**src/rtl/brwo_pkg.sv**
```systemverilog
// package for the overwriting broadcast ring: sizes, command codes, slot write request,
// and byte masking helpers
// no dependencies
package brwo_pkg;

    localparam int DEPTH         = 16;   // must be a power of two, slot index is seq[SLOT_W-1:0]
    localparam int SLOT_W        = $clog2(DEPTH);
    localparam int CNT_W         = $clog2(DEPTH + 1);
    localparam int NUM_SUBS      = 4;
    localparam int SUB_W         = 2;
    localparam int MAX_MSG_BYTES = 8;
    localparam int SEQ_W         = 32;
    localparam int DATA_W        = 64;
    localparam int LEN_W         = 4;

    typedef enum logic [1:0] {
        CMD_PUBLISH = 2'd0,
        CMD_BEGIN   = 2'd1,
        CMD_NEXT    = 2'd2
    } t_cmd;

    typedef struct packed {
        logic              en;
        logic [SLOT_W-1:0] idx;
        logic [DATA_W-1:0] data;
        logic [LEN_W-1:0]  len;
    } t_slot_wr;

    // clamp a length to the largest message size
    function automatic logic [LEN_W-1:0] clamp_len(input logic [LEN_W-1:0] len);
        logic [LEN_W-1:0] res;
        begin
            res = len;
            if (len > LEN_W'(MAX_MSG_BYTES)) begin
                res = LEN_W'(MAX_MSG_BYTES);
            end
            return res;
        end
    endfunction

    // keep only the low len bytes of a word
    function automatic logic [DATA_W-1:0] keep_bytes(input logic [DATA_W-1:0] word,
                                                    input logic [LEN_W-1:0] len);
        logic [DATA_W-1:0] res;
        begin
            res = '0;
            for (int b = 0; b < DATA_W / 8; b++) begin
                if (LEN_W'(b) < len) begin
                    res[b*8 +: 8] = word[b*8 +: 8];
                end
            end
            return res;
        end
    endfunction

endpackage

```
**src/rtl/brwo_slots.sv**
```systemverilog
// slot storage of the broadcast ring: message word and length per slot
// one write port, one asynchronous read port; uses brwo_pkg
module brwo_slots
    import brwo_pkg::*;
(
    input  logic              i_clk,
    input  t_slot_wr          i_wr,
    input  logic [SLOT_W-1:0] i_rd_idx,
    output logic [DATA_W-1:0] o_rd_data,
    output logic [LEN_W-1:0]  o_rd_len
);

    logic [DATA_W-1:0] r_data [DEPTH];
    logic [LEN_W-1:0]  r_len  [DEPTH];

    always_ff @(posedge i_clk) begin
        if (i_wr.en) begin
            r_data[i_wr.idx] <= i_wr.data;
            r_len[i_wr.idx]  <= i_wr.len;
        end
    end

    assign o_rd_data = r_data[i_rd_idx];
    assign o_rd_len  = r_len[i_rd_idx];

endmodule

```
**src/rtl/broadcast_ring_with_overwrite.sv**
```systemverilog
// overwriting broadcast ring with per-subscriber read positions, top level
// depends on brwo_pkg and brwo_slots
//
// usage
// - input channel (i_in_valid / o_in_stall) takes one command transaction:
//   publish appends a message, begin moves a subscriber to the oldest held
//   message, next delivers the subscriber's next message
// - output channel (o_out_valid / i_out_stall) returns exactly one result
//   transaction per command, in command order
// - a command sits in the input register until the output register is free,
//   then executes against the ring state and its result lands in the output
//   register, where o_out_valid rises
// - throughput is one command per cycle while the receiver does not stall;
//   the ring state is updated in the same cycle the result is registered,
//   so a following command always sees it
// - when the receiver stalls, the result holds in the output register and
//   the input register keeps one more command, then o_in_stall rises
// - after reset the ring is empty, head and tail sequence are one and every
//   read position is one; slot contents are not cleared, only written slots
//   are ever read
module broadcast_ring_with_overwrite
    import brwo_pkg::*;
(
    input  logic              i_clk,
    input  logic              i_rst_n,
    input  logic              i_in_valid,
    output logic              o_in_stall,
    input  logic [1:0]        i_command,
    input  logic [SUB_W-1:0]  i_subscriber,
    input  logic [DATA_W-1:0] i_msg_data,
    input  logic [LEN_W-1:0]  i_msg_length,
    output logic              o_out_valid,
    input  logic              i_out_stall,
    output logic              o_ok,
    output logic [DATA_W-1:0] o_out_data,
    output logic [LEN_W-1:0]  o_out_length,
    output logic [SEQ_W-1:0]  o_drop_count
);

    // input register
    logic              r_in_vld;
    logic [1:0]        r_cmd;
    logic [SUB_W-1:0]  r_sub;
    logic [DATA_W-1:0] r_data;
    logic [LEN_W-1:0]  r_len;

    // ring state: tail sequence and held count, head is derived
    logic [SEQ_W-1:0]  r_tail_seq, n_tail_seq;
    logic [CNT_W-1:0]  r_count, n_count;
    logic [SEQ_W-1:0]  r_pos [NUM_SUBS];
    logic [SEQ_W-1:0]  n_pos [NUM_SUBS];

    // result register
    logic              r_out_vld;
    logic              r_ok, n_ok;
    logic [DATA_W-1:0] r_out_data, n_out_data;
    logic [LEN_W-1:0]  r_out_len, n_out_len;
    logic [SEQ_W-1:0]  r_drop, n_drop;

    logic              out_free;
    logic              fire;
    logic              in_take;
    logic [SEQ_W-1:0]  head_seq;
    logic [SEQ_W-1:0]  sel_pos;
    logic [SEQ_W-1:0]  lag;
    logic              stale;
    logic [SEQ_W-1:0]  fix_pos;
    logic              sub_ok;
    logic [LEN_W-1:0]  pub_len;
    t_slot_wr          slot_wr;
    logic [DATA_W-1:0] rd_data;
    logic [LEN_W-1:0]  rd_len;

    // handshakes
    assign out_free   = !r_out_vld || !i_out_stall;
    assign fire       = r_in_vld && out_free;
    assign o_in_stall = r_in_vld && !out_free;
    assign in_take    = i_in_valid && !o_in_stall;

    always_ff @(posedge i_clk) begin
        if (!i_rst_n) begin
            r_in_vld <= 1'b0;
        end else if (in_take) begin
            r_in_vld <= 1'b1;
        end else if (fire) begin
            r_in_vld <= 1'b0;
        end
    end

    always_ff @(posedge i_clk) begin
        if (in_take) begin
            r_cmd  <= i_command;
            r_sub  <= i_subscriber;
            r_data <= i_msg_data;
            r_len  <= i_msg_length;
        end
    end

    // head is the oldest held sequence
    assign head_seq = r_tail_seq - SEQ_W'(r_count);
    assign sel_pos  = r_pos[r_sub];
    // distance behind tail, wraps modulo 2^32
    assign lag      = r_tail_seq - sel_pos;
    // reader fell behind the head: its messages were overwritten
    assign stale    = lag > SEQ_W'(r_count);
    assign fix_pos  = stale ? head_seq : sel_pos;
    assign sub_ok   = {1'b0, r_sub} < (SUB_W + 1)'(NUM_SUBS);
    assign pub_len  = clamp_len(r_len);

    // ring depth is a power of two and the tail slot tracks the tail sequence,
    // so a sequence's slot is its low bits
    brwo_slots u_slots (
        .i_clk     (i_clk),
        .i_wr      (slot_wr),
        .i_rd_idx  (fix_pos[SLOT_W-1:0]),
        .o_rd_data (rd_data),
        .o_rd_len  (rd_len)
    );

    // command execution
    always_comb begin
        n_tail_seq = r_tail_seq;
        n_count    = r_count;
        n_pos      = r_pos;
        n_ok       = 1'b0;
        n_out_data = '0;
        n_out_len  = '0;
        n_drop     = '0;
        slot_wr    = '0;

        unique case (r_cmd)
            CMD_PUBLISH: begin
                slot_wr.en   = fire;
                slot_wr.idx  = r_tail_seq[SLOT_W-1:0];
                slot_wr.data = keep_bytes(r_data, pub_len);
                slot_wr.len  = pub_len;
                n_tail_seq   = r_tail_seq + SEQ_W'(1);
                // full ring drops the oldest, count stays at depth
                if (r_count != CNT_W'(DEPTH)) begin
                    n_count = r_count + CNT_W'(1);
                end
                n_ok = 1'b1;
            end
            CMD_BEGIN: begin
                if (sub_ok) begin
                    n_pos[r_sub] = head_seq;
                end
            end
            CMD_NEXT: begin
                if (sub_ok) begin
                    if (stale) begin
                        n_drop = lag - SEQ_W'(r_count);
                    end
                    n_pos[r_sub] = fix_pos;
                    if (fix_pos != r_tail_seq) begin
                        n_ok         = 1'b1;
                        n_out_data   = rd_data;
                        n_out_len    = rd_len;
                        n_pos[r_sub] = fix_pos + SEQ_W'(1);
                    end
                end
            end
            default: begin
                // unused code: no state change, zero result
            end
        endcase
    end

    // ring state update
    always_ff @(posedge i_clk) begin
        if (!i_rst_n) begin
            r_tail_seq <= SEQ_W'(1);
            r_count    <= '0;
            for (int s = 0; s < NUM_SUBS; s++) begin
                r_pos[s] <= SEQ_W'(1);
            end
        end else if (fire) begin
            r_tail_seq <= n_tail_seq;
            r_count    <= n_count;
            r_pos      <= n_pos;
        end
    end

    // result register
    always_ff @(posedge i_clk) begin
        if (!i_rst_n) begin
            r_out_vld <= 1'b0;
        end else if (fire) begin
            r_out_vld <= 1'b1;
        end else if (!i_out_stall) begin
            r_out_vld <= 1'b0;
        end
    end

    always_ff @(posedge i_clk) begin
        if (fire) begin
            r_ok       <= n_ok;
            r_out_data <= n_out_data;
            r_out_len  <= n_out_len;
            r_drop     <= n_drop;
        end
    end

    assign o_out_valid  = r_out_vld;
    assign o_ok         = r_ok;
    assign o_out_data   = r_out_data;
    assign o_out_length = r_out_len;
    assign o_drop_count = r_drop;

endmodule

```
**config.mk**
```make
export PLATFORM = sky130hd
export DESIGN_NAME = broadcast_ring_with_overwrite
export DESIGN_NICKNAME = d
export VERILOG_FILES = /design/src/rtl/brwo_pkg.sv /design/src/rtl/brwo_slots.sv /design/src/rtl/broadcast_ring_with_overwrite.sv
export SDC_FILE = /design/constraint.sdc
export NUM_CORES = 2
export LEC_CHECK = 0
export BUFFER_PORTS_ARGS = -buffer_cell sky130_fd_sc_hd__buf_2
export CAP_MARGIN = 20
export CELL_PAD_IN_SITES_DETAIL_PLACEMENT = 0
export CELL_PAD_IN_SITES_GLOBAL_PLACEMENT = 2
export CORE_ASPECT_RATIO = 1.25
export CORE_MARGIN = 10
export CORE_UTILIZATION = 47
export CTS_CLUSTER_DIAMETER = 150
export DETAILED_ROUTE_END_ITERATION = 8
export PLACE_DENSITY_LB_ADDON = 0.05
export REMOVE_ABC_BUFFERS = 1
export SYNTH_ARGS = -nofsm -noshare
export SYNTH_HDL_FRONTEND = slang
export SYNTH_SLANG_ARGS = --single-unit
```
**constraint.sdc**
```tcl
create_clock -name i_clk -period 19.9 [get_ports i_clk]
set_input_delay 2.985 -clock i_clk [delete_from_list [all_inputs] [get_ports i_clk]]
set_output_delay 2.985 -clock i_clk [all_outputs]
set_load 0.02 [all_outputs]
```
== Yosys cells after proc, flatten, opt, wreduce, memory -nomap -nowiden ==
Memory sizes are Yosys's and may differ from the RTL's. A register that Yosys moved wholly into a read port is not among the register bits.
Index checks and enable logic that the tools add are counted.
Cells by class
  multipliers: 0
  reductions and logical operators: 19
  div/mod/pow operators: 0
  multiplexer cells: 29
  order comparisons: 12
  shift-type cells: 0
  add/sub/neg operators: 6
  bitwise logic cells: 1
  equality and inequality tests: 5
Operators with widths (count)
  $bwmux 128: 3
  $pmux 128 s2: 1
  $mux 128: 1
  $mux 32: 4
  $mux 73: 1
  $add 32x1->32 const B: 2
  $bmux 32 s2: 1
  $demux 32 s2: 1
  $mux 8: 8
  $sub 32x5->32: 2
  $gt 32x5->1: 1
  $ne 32x32->1: 1
  $sub 32x32->32: 1
  $lt 3x4->1 const A: 4
  $lt 1x4->1 const A: 2
  $lt 2x4->1 const A: 2
  $reduce_and 2->1: 4
  $mux 1: 7
  $logic_not 1->1: 6
  $add 5x1->5 const B: 1
  $ne 5x5->1 const B: 1
  $gt 4x4->1 const B: 1
  $logic_and 1x1->1: 4
  $mux 4: 1
  11 further kinds: 12
Word-level totals
  memories: 2
  ROM bits: 0
  bits in latches: 0
  bits in writable memories: 1088
  register bits: 272
  word-level logic and storage cells: 88
  bits of input ports: 76
  output and inout bits: 103
Memory list
  u_slots.r_data: words 16, width 64, read ports 1, clocked after Yosys merged registers in 1, write ports 1, RTL line brwo_slots.sv:13  | logic [DATA_W-1:0] r_data [DEPTH];
  u_slots.r_len: words 16, width 4, read ports 1, clocked after Yosys merged registers in 1, write ports 1, RTL line brwo_slots.sv:14  | logic [LEN_W-1:0] r_len [DEPTH];

== Depth between registers and ports, before layout ==
  depth after elaboration: 11
  depth in mapped cells: 31
  mapped depth without buffers: 25

== Hierarchy ==
Synthesis repeated with hierarchy kept, for this count alone.
Second synthesis, totals
  cells, all modules: 3819
  area total of the unflattened synthesis: 60681.9 µm²
Modules (own cells, without submodules)
  brwo_slots: seq. area each 32671.3 µm², cells an instance 1682, area an instance 40619.0 µm², instances 1
  broadcast_ring_with_overwrite: seq. area each 8538.2 µm², cells an instance 2137, area an instance 20063.0 µm², instances 1

== Worst setup path before layout ==
OpenSTA, ideal clock, no wires.
  path type: input port to flip-flop
  start: input port i_out_stall
  end: register r_tail_seq[29]
  setup slack: 11.787 ns
  buffers on the path: 0
  arrival time: 7.985 ns
  stages: 11
  setup time: 0.128 ns
  required time: 19.772 ns
  cell sequence: nand2_1 and3_1 nand3_1 nor2_1 and3_1 and2_1 nand3_1 nor4_1 nand3_1 xor2_1 nor2_1
Between the ends
  cells in the longest elaborated chain, start to end: 4
RTL lines
  start, declared: RTL line broadcast_ring_with_overwrite.sv:33  | input logic i_out_stall,
  $logic_not 1->1
  $logic_or 1x1->1: RTL line broadcast_ring_with_overwrite.sv:75  | assign out_free = !r_out_vld || !i_out_stall;
  $logic_and 1x1->1: RTL line broadcast_ring_with_overwrite.sv:76  | assign fire = r_in_vld && out_free;
  $reduce_and 2->1 (no line)
  end signal, assigned: RTL line broadcast_ring_with_overwrite.sv:178  | r_tail_seq <= n_tail_seq;
  end, declared: RTL line broadcast_ring_with_overwrite.sv:48  | logic [SEQ_W-1:0] r_tail_seq, n_tail_seq;
No other way between the ends.
A chain may end at the register's enable or synchronous reset.

== Final worst setup path ==
  start: register r_sub[0]
  end: register r_out_data[3] (netlist: o_out_data[3]), data pin
Between the ends
  cells in the longest elaborated chain, start to end: 10
RTL lines
  start, declared: RTL line broadcast_ring_with_overwrite.sv:43  | logic [SUB_W-1:0] r_sub;
  start signal, assigned: RTL line broadcast_ring_with_overwrite.sv:93  | r_sub <= i_subscriber;
  $not 2->3 (implied by the code) (*): RTL line broadcast_ring_with_overwrite.sv:101  | assign sel_pos = r_pos[r_sub];
  $bmux 32 s2 (*): RTL line broadcast_ring_with_overwrite.sv:101
  $mux 32 (implied by the code) (*) (2 in series): RTL line broadcast_ring_with_overwrite.sv:101
  $sub 32x32->32: RTL line broadcast_ring_with_overwrite.sv:103  | assign lag = r_tail_seq - sel_pos;
  $gt 32x5->1: RTL line broadcast_ring_with_overwrite.sv:105  | assign stale = lag > SEQ_W'(r_count);
  $mux 32 (*): RTL line broadcast_ring_with_overwrite.sv:106  | assign fix_pos = stale ? head_seq : sel_pos;
  $ne 32x32->1: RTL line broadcast_ring_with_overwrite.sv:155  | if (fix_pos != r_tail_seq) begin
  $reduce_and 2->1 (no line)
  $logic_not 1->1 (no line)
  end signal, assigned: RTL line broadcast_ring_with_overwrite.sv:198  | r_out_data <= n_out_data;
  end, declared: RTL line broadcast_ring_with_overwrite.sv:56  | logic [DATA_W-1:0] r_out_data, n_out_data;
Every way passes the cells marked *; elsewhere a longest branch is shown, timed or not. The select of a mux whose other input is x is not followed.

==> flow_summary_export.csv <==
group,metric,value,unit
outcome,status,"complete, no violations",
timing,final_max_slew_viol_count,0,
placed_design,io_buffers,178,
hold_path,whs_endpoint,"r_pos[122]",
clock_network,cts_num_sinks,1428,
timing,skew,0.0291,ns
floorplanning,die_h,426,um
pwr,switching_power,1510,uW
route,post_drt_via_cell_ratio,5.90,
timing,hold_viol_final,0,
clock_network,cts_buffers,147,
finish,final_layout_size_suffix_gt1_frac,0.106,
placed_design,globalplace.congestion,0.894,
timing,fmax,107,MHz
critical_path,rr_startpoint,"r_sub[0]",
yosys,synth_top_cell_by_area,"edfxtp_1",
critical_path,worst_ep_required_time,20.36,ns
critical_path,worstSetupEndpointType,"flip-flop",
floorplanning,fp-row-count,149,
pwr,powerDensity,93.5,nW/um2
yosys,synth_edf_count,1261,
floorplanning,initial_core_util,0.472,
timing,setup_violations,0,
global_routing,grt-ovfl-total,0,
global_routing,grt_max_degree,194,
critical_path,critPathMaxFanout,46,
yosys,dominantRegCellSynth,"edfxtp_1",
clock_network,cts_tree,"done",
run,maxCapViolations,0,
pwr,combPwrFrac,0.073,
finish,area_growth_syn_to_layout,11.9,%
yosys,yosys_warnings,0,
yosys,ys_seq_area_frac,0.664,
route,drt_iter0_drc,3812,
pwr,p_clk_frac,0.421,
yosys,synth.most_common_cell,"edfxtp_1",
finish,finalNetCount,5424,
hold_path,min_from,"r_pos[122]",
critical_path,r2r-end,"o_out_data[3]",
yosys,syn_area_per_cell,11.9,um2
route,wl_per_cell,26.3,um
hold_path,whs_path_depth,2,
clock_network,worstSkewPairLatency,0.79,ns
yosys,synth_top_area_share,0.610,
timing,period_share,0.467,
yosys,synth_commonest_cells,"edfxtp_1 (1261), nand2_1 (1255), nand3_1 (329), clkbuf_1 (290), nor2_1 (260)",
yosys,netlist_instances,5238,
global_routing,grt_first_pass_wirelength,276000,um
yosys,ys_seq_elements,1428,
floorplanning,core,132000,um2
route,wirelength,188000,um
route,drcViolationCount,0,
placed_design,dp_hpwl,104000,um
floorplanning,dieArea,147000,um2
route,firstDrtPassIters,6,
critical_path,start_kind,"flip-flop",
critical_path,cp.arrival,9.76,ns
floorplanning,dieWidth,345,um
critical_path,worstSetupPathType,"flip-flop to flip-flop",
clock_network,cts_setup_buffers,0,
clock_network,holdBufCountCts,0,
global_routing,antenna_found_initial,5,
pwr,p_int,5000,uW
clock_network,post_cts_resized,0,
yosys,synth_area_leaders,"edfxtp_1 (61%), nand2_1 (7.6%), dfxtp_1 (5.4%), a311oi_1 (2.9%), nand3_1 (2.7%)",
clock_network,clk_transition_reported_paths,0.06,ns
pwr,seq_power_share,0.507,
yosys,ys_types,96,
yosys,synthesis.area,62100,um2
route,final_antenna_net_count,0,
clock_network,clock-root-buffer,"clkbuf_16",
global_routing,grt_pass1_vias,41700,
yosys,async_flop_share,0,
clock_network,htree_num_levels,4,
pwr,leakage,0.0245,uW
clock_network,cts.path.max_buffers,3,
timing,period_minus_slack,9.30,ns
timing,rsz0062_at_grt,"false",
global_routing,gr-usage-all-layers,0.249,
pwr,swShare,0.232,
timing,worst_pin_slew,1.16,ns
finish,seq_area,41200,um2
pwr,ir_worst_vdd,0.0000767,V
timing,relSlewSlack,0.228,
hold_path,hold_class,"flip-flop to flip-flop",
critical_path,r2r_cells,18,
timing,finalSetupTns,0,ns
floorplanning,ios,179,
finish,multi_input_area,19500,um2
route,num_vias,42200,
critical_path,rrSetupSlack,10.60,ns
finish,fillers,11500,
finish,fin_util,0.528,
[how the worst max path moves through the flow]
stage / from / endpoint / cells past startpoint
CTS: r_sub[0] / o_out_data[62] / 22
global placement: r_sub[0] / o_out_data[32] / 22
floorplan: r_sub[0] / r_pos[58] / 20
global route: r_sub[0] / o_out_data[56] / 22
detailed placement: r_sub[0] / o_out_data[62] / 22
finish: r_sub[0] / o_out_data[3] / 18
[logic make-up (layout without fill, tap and decap cells)]
logic type | Yosys count | in the layout | synth area share
compound gates | 829 | 829 | 0.0962
xor+xnor | 155 | 155 | 0.0220
fa+ha+maj | 51 | 51 | 0.0106
buf+inv | 424 | 606 | 0.0263
flops | 1428 | 1428 | 0.664
mux | 66 | 66 | 0.0171
other cells | 0 | 1 | 0
simple gates | 2285 | 2285 | 0.164
[critical path, cell delays in order, from the launching register on]
cell       delay (ns)
edfxtp_1         0.33
buf_4            0.63
mux4_2           0.72
ha_1             0.26
fa_1             0.43
nand2b_1         0.21
a21oi_1          0.43
o21ai_1          0.26
a2111oi_4        0.45
o21ai_0          0.17
and2_0           0.24
nor3_1           0.58
nand3_4          0.49
mux2i_4          0.36
a222oi_1         0.85
nand3_2          0.74
nand2_4          0.69
buf_4            0.84
a211oi_1         0.13
[cell type report]
cell class	count	share of cell area
multi-input cells	3386	0.280
inverters	75	0.00429
clock inverters	88	0.0109
flip-flops and latches	1428	0.593
well taps	1736	0.0313
clock buffers	184	0.0578
repair buffers	259	0.0226
diodes	1	0.0000360
[registers in the layout, indices dropped and copies added, names as in the netlist, 2 cells and up, named ones only]
signal	cells
o_drop_count	32
o_out_data	64
o_out_length	4
r_cmd	2
r_count	5
r_data	64
r_len	4
r_pos	124
r_sub	2
r_tail_seq	32
u_slots.r_data	1024
u_slots.r_len	64
[power groups by stage]
stage / logic, uW / clock network, uW / registers, uW
finish: 473 / 2730 / 3290
global route: 521 / 2900 / 3290
CTS: 478 / 2780 / 3290
detailed placement: 476 / 0 / 3360
global placement: 474 / 0 / 3360
floorplan: 344 / 0 / 3370
[placed cells by master, fill, tap and decap left out, types with 12 or more instances in the layout]
| cell type | n |
|---|---|
| edfxtp_1 | 1261 |
| a21oi_1 | 111 |
| nand4_1 | 27 |
| nor2_1 | 243 |
| clkinv_1 | 35 |
| nor2b_1 | 21 |
| nor4_1 | 17 |
| nand2b_1 | 15 |
| a31oi_1 | 81 |
| o21ai_0 | 112 |
| mux4_2 | 31 |
| clkinv_2 | 29 |
| or3_1 | 18 |
| o22ai_1 | 25 |
| clkbuf_16 | 153 |
| inv_1 | 72 |
| a311oi_1 | 207 |
| ha_1 | 48 |
| a21o_1 | 12 |
| nor3_1 | 34 |
| buf_4 | 74 |
| a211oi_1 | 79 |
| clkbuf_1 | 24 |
| xor2_1 | 61 |
| and2_1 | 88 |
| dfxtp_1 | 167 |
| buf_2 | 179 |
| a22oi_1 | 41 |
| nand3_1 | 329 |
| mux2i_1 | 26 |
| nand2_1 | 1250 |
| xnor2_1 | 93 |
| o21a_1 | 32 |
| nor2_4 | 16 |
| and3_1 | 164 |
[per-layer routing]
| layer | routed length, um | share of wire | GRT usage |
|---|---|---|---|
| met1 | 75700 | 0.40 | 0.307 |
| met2 | 95100 | 0.51 | 0.436 |
| met3 | 9540 | 0.051 | 0.0340 |
| met4 | 7790 | 0.041 | 0.103 |
| met5 | 0 | 0 | 0 |
[metrics by stage]
step	area (um2)	setup WS (ns)	instances	hold WS, ns	total power, uW
2_1_floorplan	60800	-17.98	4889	0.429	3710
3_3_place_gp	64700	10.72	6882	0.442	3830
3_5_place_dp	64700	10.62	6884	0.446	3830
4_1_cts	69500	10.59	7156	0.463	6560
5_1_grt	69500	9.85	7156	0.499	6710
6_report	69500	10.60	7157	0.459	6500
No activity file was read; power rests on OpenSTA's default activity.
